<file path="config.mk">
export PLATFORM = sky130hd
export DESIGN_NAME = atte_csi_parser
export DESIGN_NICKNAME = d
export VERILOG_FILES = /design/src/rtl/core/atte_pkg.sv /design/src/rtl/core/atte_csi_parser.sv
export SDC_FILE = /design/constraint.sdc
export NUM_CORES = 1
export LEC_CHECK = 0
export BUFFER_PORTS_ARGS = -buffer_cell sky130_fd_sc_hd__buf_4
export CAP_MARGIN = 20
export CORE_MARGIN = 4
export CORE_UTILIZATION = 35
export CTS_CLUSTER_SIZE = 24
export DETAILED_ROUTE_END_ITERATION = 10
export PLACE_DENSITY = 0.52
export SLEW_MARGIN = 20
export SYNTH_ARGS = -nofsm -noshare
export SYNTH_HDL_FRONTEND = slang
export SYNTH_SLANG_ARGS = --single-unit
</file>
<file path="constraint.sdc">
create_clock -name clk -period 6.28 [get_ports clk]
set_input_delay 0.314 -clock clk [delete_from_list [all_inputs] [get_ports clk]]
set_output_delay 0.314 -clock clk [all_outputs]
set_load 0.02 [all_outputs]
</file>
<file path="src/rtl/core/atte_pkg.sv">
// Shared types, character codes and pen helpers for the ANSI text terminal engine.
// No dependencies; imported by atte_csi_parser and ansi_text_terminal_engine.
package atte_pkg;

  localparam int NUM_W = 14;
  localparam logic [NUM_W-1:0] NUM_MAX = 14'd9999;

  localparam logic [1:0] MODE_BYTE  = 2'd0;
  localparam logic [1:0] MODE_READ  = 2'd1;
  localparam logic [1:0] MODE_BLINK = 2'd2;

  localparam logic [7:0] CH_NUL  = 8'h00;
  localparam logic [7:0] CH_BEL  = 8'h07;
  localparam logic [7:0] CH_BS   = 8'h08;
  localparam logic [7:0] CH_LF   = 8'h0A;
  localparam logic [7:0] CH_CR   = 8'h0D;
  localparam logic [7:0] CH_ESC  = 8'h1B;
  localparam logic [7:0] CH_SEMI = 8'h3B;
  localparam logic [7:0] CH_0    = 8'h30;
  localparam logic [7:0] CH_9    = 8'h39;
  localparam logic [7:0] CH_LBR  = 8'h5B;
  localparam logic [7:0] CH_A    = 8'h41;
  localparam logic [7:0] CH_B    = 8'h42;
  localparam logic [7:0] CH_C    = 8'h43;
  localparam logic [7:0] CH_D    = 8'h44;
  localparam logic [7:0] CH_E    = 8'h45;
  localparam logic [7:0] CH_F    = 8'h46;
  localparam logic [7:0] CH_H    = 8'h48;
  localparam logic [7:0] CH_J    = 8'h4A;
  localparam logic [7:0] CH_K    = 8'h4B;
  localparam logic [7:0] CH_LF_F = 8'h66;
  localparam logic [7:0] CH_M    = 8'h6D;
  localparam logic [7:0] CH_S    = 8'h73;
  localparam logic [7:0] CH_U    = 8'h75;

  // cell word: char in [7:0], fg in [11:8], bg in [15:12]
  localparam logic [15:0] CELL_BLANK = 16'h0720;
  localparam logic [3:0]  PEN_FG_RST = 4'd7;
  localparam logic [3:0]  PEN_BG_RST = 4'd0;

  typedef enum logic [2:0] {
    PR_MORE = 3'b001,
    PR_DONE = 3'b010,
    PR_FAIL = 3'b100
  } parse_res_t;

  typedef struct packed {
    parse_res_t       res;
    logic [7:0]       fin;
    logic [1:0]       mask;
    logic [NUM_W-1:0] n1;
    logic [NUM_W-1:0] n2;
  } parse_t;

  function automatic logic [2:0] ansi_to_vga(input logic [2:0] a);
    logic [2:0] v;
    case (a)
      3'd0: v = 3'd0;
      3'd1: v = 3'd4;
      3'd2: v = 3'd2;
      3'd3: v = 3'd6;
      3'd4: v = 3'd1;
      3'd5: v = 3'd5;
      3'd6: v = 3'd3;
      default: v = 3'd7;
    endcase
    return v;
  endfunction

  // pen is {bg, fg}
  function automatic logic [7:0] sgr_apply(input logic [7:0] pen, input logic [NUM_W-1:0] n);
    logic [7:0]       p;
    logic [NUM_W-1:0] d3;
    logic [NUM_W-1:0] d4;
    p  = pen;
    d3 = n - NUM_W'(30);
    d4 = n - NUM_W'(40);
    if (n == '0) begin
      p = {PEN_BG_RST, PEN_FG_RST};
    end else if (n == NUM_W'(1)) begin
      p[3] = 1'b1;
    end else if (n >= NUM_W'(30) && n <= NUM_W'(37)) begin
      p[2:0] = ansi_to_vga(d3[2:0]);
    end else if (n >= NUM_W'(40) && n <= NUM_W'(47)) begin
      p[7:4] = {1'b0, ansi_to_vga(d4[2:0])};
    end
    return p;
  endfunction

endpackage

</file>
<file path="src/rtl/core/atte_csi_parser.sv">
// Incremental CSI parser: one byte per step, keeps form state and both numbers.
// Depends on atte_pkg.
module atte_csi_parser (
  input  logic            clk,
  input  logic            rst,
  input  logic            clear,
  input  logic            step,
  input  logic [7:0]      rx_byte,
  output atte_pkg::parse_t pr
);
  import atte_pkg::*;

  typedef enum logic [4:0] {
    P_LBR   = 5'b00001,
    P_FIRST = 5'b00010,
    P_N1    = 5'b00100,
    P_SEMI  = 5'b01000,
    P_N2    = 5'b10000
  } pst_t;

  pst_t             pst, pst_next;
  logic [1:0]       mask, mask_next;
  logic [NUM_W-1:0] n1, n1_next, n2, n2_next;
  logic             dig;
  logic [7:0]       dsub;
  logic [16:0]      acc1, acc2;
  logic [NUM_W-1:0] n1s, n2s, dval;
  parse_res_t       res;

  assign dig  = (rx_byte >= CH_0) && (rx_byte <= CH_9);
  assign dsub = rx_byte - CH_0;
  assign dval = NUM_W'(dsub[3:0]);
  assign acc1 = (17'(n1) << 3) + (17'(n1) << 1) + 17'(dsub[3:0]);
  assign acc2 = (17'(n2) << 3) + (17'(n2) << 1) + 17'(dsub[3:0]);
  assign n1s  = (acc1 > 17'(NUM_MAX)) ? NUM_MAX : acc1[NUM_W-1:0];
  assign n2s  = (acc2 > 17'(NUM_MAX)) ? NUM_MAX : acc2[NUM_W-1:0];

  always_comb begin
    pst_next  = pst;
    mask_next = mask;
    n1_next   = n1;
    n2_next   = n2;
    res       = PR_FAIL;
    case (pst)
      P_LBR: begin
        if (rx_byte == CH_LBR) begin
          res = PR_MORE;
          pst_next = P_FIRST;
        end
      end
      P_FIRST: begin
        if (dig) begin
          res = PR_MORE;
          n1_next = dval;
          mask_next = 2'b01;
          pst_next = P_N1;
        end else if (rx_byte == CH_H || rx_byte == CH_S || rx_byte == CH_U ||
                     rx_byte == CH_J || rx_byte == CH_K || rx_byte == CH_M) begin
          res = PR_DONE;
        end
      end
      P_N1: begin
        if (dig) begin
          res = PR_MORE;
          n1_next = n1s;
        end else if (rx_byte == CH_SEMI) begin
          res = PR_MORE;
          pst_next = P_SEMI;
        end else if (rx_byte == CH_A || rx_byte == CH_B || rx_byte == CH_C ||
                     rx_byte == CH_D || rx_byte == CH_E || rx_byte == CH_F ||
                     rx_byte == CH_J || rx_byte == CH_K || rx_byte == CH_M) begin
          res = PR_DONE;
        end
      end
      P_SEMI: begin
        if (dig) begin
          res = PR_MORE;
          n2_next = dval;
          mask_next = 2'b11;
          pst_next = P_N2;
        end
      end
      P_N2: begin
        if (dig) begin
          res = PR_MORE;
          n2_next = n2s;
        end else if (rx_byte == CH_LF_F || rx_byte == CH_H || rx_byte == CH_M) begin
          res = PR_DONE;
        end
      end
      default: res = PR_FAIL;
    endcase
  end

  // final bytes are never digits, so the registered numbers are the complete ones
  assign pr.res  = res;
  assign pr.fin  = rx_byte;
  assign pr.mask = mask;
  assign pr.n1   = n1;
  assign pr.n2   = n2;

  always_ff @(posedge clk) begin
    if (rst || clear) begin
      pst  <= P_LBR;
      mask <= 2'b00;
      n1   <= '0;
      n2   <= '0;
    end else if (step) begin
      pst  <= pst_next;
      mask <= mask_next;
      n1   <= n1_next;
      n2   <= n2_next;
    end
  end

endmodule

</file>
==> impl_metrics.toml <==
[outcome]
outcome = "finished clean"

[routing]
ant_nets = 0
drt_iter0_drc = 172
num_vias = 3691
post_drt_wl_per_cell_um = 15.8
routed_wl_um = 10400
drc_errors = 0
routed_via_density = 5.60
drt_first_pass_iters = 4

[timing]
grt_setup_unrepaired = "no"
post-route-min-period_ps = 3730
finClkSkew_ps = 13.2
timing.setup.tns_ps = 0
timing.fmax_ghz = 0.268
finalMaxSlewViolations = 0
worst_pin_slew_ps = 756
finalCritPeriodShare = 0.593
slew_headroom = 0.495
setup_viol = 0
finalHoldViolCount = 0

[final_layout]
fillers = 1106
syn_to_final_growth_pct = 13.9
nets = 588
postLayoutCellArea_um2 = 4440
multiInputGateArea_um2 = 2960
drive_gt1_frac = 0.146
seqCellArea_um2 = 701
diodes = 0

[yosys]
synthFlopType = "dfxtp_1"
ys_ff_latch = 35
synth_top_area_frac = 0.180
syn-instance-count = 487
async_flop_share = 0
yosysWarningCount = 0
synth_area_um2 = 3890
synth-edff-count = 0
synth_cell_types = 70
synth_top_area_cell = "dfxtp_1"
yosysSeqAreaShare = 0.180
syn_nets = 557
synth_area_leaders = "dfxtp_1 (18%), ha_1 (17%), a21oi_1 (5.9%)"
avgSynthCellArea_um2 = 8.00

[floorplan]
die_h_um = 113
row_count = 38
core_um2 = 10900
io_pins = 53
start_util = 0.358
die_w_um = 113
die_area_um2 = 12900

[placed_design]
gp_congestion = 0.842
placed_cell_area_um2 = 4320
numPortBuffers = 52
hpwl_um = 8350

[critical_path]
regToRegSetupSlack_ps = 2570
startpoint_type = "primary input"
cp-end-kind = "register"
worstPathMaxFanout = 10
cp.required_ps = 6430
crit_type = "in2reg"
worstPathArrival_ps = 3880

[power_and_ir_drop]
p_comb_frac = 0.077
p_int_uw = 354
powerDensity_nw_per_um2 = 104
clkPwrFrac = 0.444
seq_power_share = 0.480
switchingPower_uw = 109
leakage_nw = 2.03
swShare = 0.235
vdd_drop_max_mv = 0.0889

[clock_network]
cts_setup_buffers = 0
cts-root-buf = "clkbuf_8"
clk_latency_ps = 290
cts_max_level = 2
cts.clk_slew.worst_paths_ps = 70
numCtsBuffers = 5
cts_resized = 0
cts_tree = "yes"
holdBufCountCts = 0
clock_path_buffers = 2
clock_sink_count = 35

[global_route]
gr-max-usage-layer = "met2"
grtUsageTotal = 0.161
grt_pass1_wl_um = 17400
grt.overflow.total = 0
met1_usage = 0.240
antenna_found_initial = 0
grt_use_met2 = 0.251
grt_max_degree = 22
use_met3 = 0.0196
grt_pass1_vias = 3459

[min_path]
min_path_type = "in2reg"

[run]
drv_cap = 0
-- layer usage --
metal / part of all wire / vias up
met1: 0.53 / 1753
met3: 0.023 / 4
li1: - / 1890
met4: 0.0060 / 0
met2: 0.44 / 44
met5: 0 / -
-- cell families after synthesis --
| group | Yosys count | synth area share |
|---|---|---|
| flops | 35 | 0.180 |
| mux | 5 | 0.0132 |
| fa+ha+maj | 58 | 0.194 |
| buf+inv | 53 | 0.0614 |
| simple gates | 164 | 0.229 |
| xor+xnor | 18 | 0.0405 |
| compound gates | 154 | 0.282 |
-- final timing paths --
check | end | cells after the start | from
worst max register to register | n1[3] | 11 | n1[0]
worst min register to register | mask[0] | 2 | mask[0]
worst max-delay path | n1[3] | 12 | rx_byte[3]
worst min-delay path | n2[0] | 3 | rx_byte[0]
-- final cells by class --
type | instances | share of cell area
clock buffers | 5 | 0.0155
clock inverters | 3 | 0.00987
inverters | 23 | 0.0195
multi-input cells | 399 | 0.666
flip-flops and latches | 35 | 0.158
well taps | 140 | 0.0395
repair buffers | 54 | 0.0914
-- per-stage QoR --
step / hold WS (ps) / instances / worst slack (ps) / utilization / power, mW
final: 385 / 659 / 2550 / 0.407 / 0.462
after global routing: 401 / 659 / 2200 / 0.407 / 0.483
after CTS: 368 / 659 / 2550 / 0.407 / 0.469
after detailed placement: 487 / 651 / 2270 / 0.397 / 0.263
after global placement: 469 / 650 / 2340 / 0.396 / 0.262
after floorplan: 464 / 487 / 2810 / - / 0.249
-- placed cells by master (no fill, tap or decap), types with 4 or more instances in the layout --
cell type,n
a211oi_1,8
nand2_1,35
o21ai_0,16
nor2b_1,10
clkbuf_8,5
o21a_1,9
or2_2,4
and2_1,5
buf_4,54
mux2i_1,4
xor2_1,6
xnor2_1,12
nor2_1,33
dfxtp_1,35
nand3b_1,6
a31oi_1,4
a32o_1,8
fa_1,4
and3_1,4
o31ai_1,5
a21o_1,5
nor4_1,5
a22o_1,6
nor3_1,10
inv_1,22
nor3b_1,7
or3_1,7
ha_1,54
o211ai_1,6
a21oi_1,46
a211o_1,4
nand3_1,13
nand4_1,6
nand2b_1,7
-- synth_stat cells (all sizes together) (7+ instances only) --
cell,n
a211oi,9
a21oi,47
a32o,8
buf,11
clkbuf,19
dfxtp,35
ha,54
inv,22
nand2,36
nand2b,7
nand3,13
nor2,33
nor2b,10
nor3,11
nor3b,8
o21a,9
o21ai,18
or3,7
xnor2,12
-- worst max-delay path, stage by stage --
cell and delay, ps:
buf_4 120, clkinv_1 280, fa_1 610, fa_1 440, nor2b_1 250, o2111ai_1 220, nand2_2 190, a31oi_4 100
mux2i_1 130, or4_1 650, nor3_4 430, a311oi_1 150
-- flip-flops by register name, summed over array words and instances (netlist names) --
name,cells
n2,14
mask,2
pst,5
n1,14
-- power by group through the flow --
stage                     registers (mW)  logic [mW]  clock network [mW]
after floorplan                    0.227      0.0219                   0
after global placement             0.227      0.0353                   0
after detailed placement           0.227      0.0357                   0
after CTS                          0.222      0.0359               0.212
after global routing               0.222      0.0392               0.222
final                              0.222      0.0354               0.205
(Power assumes the default switching activity.)
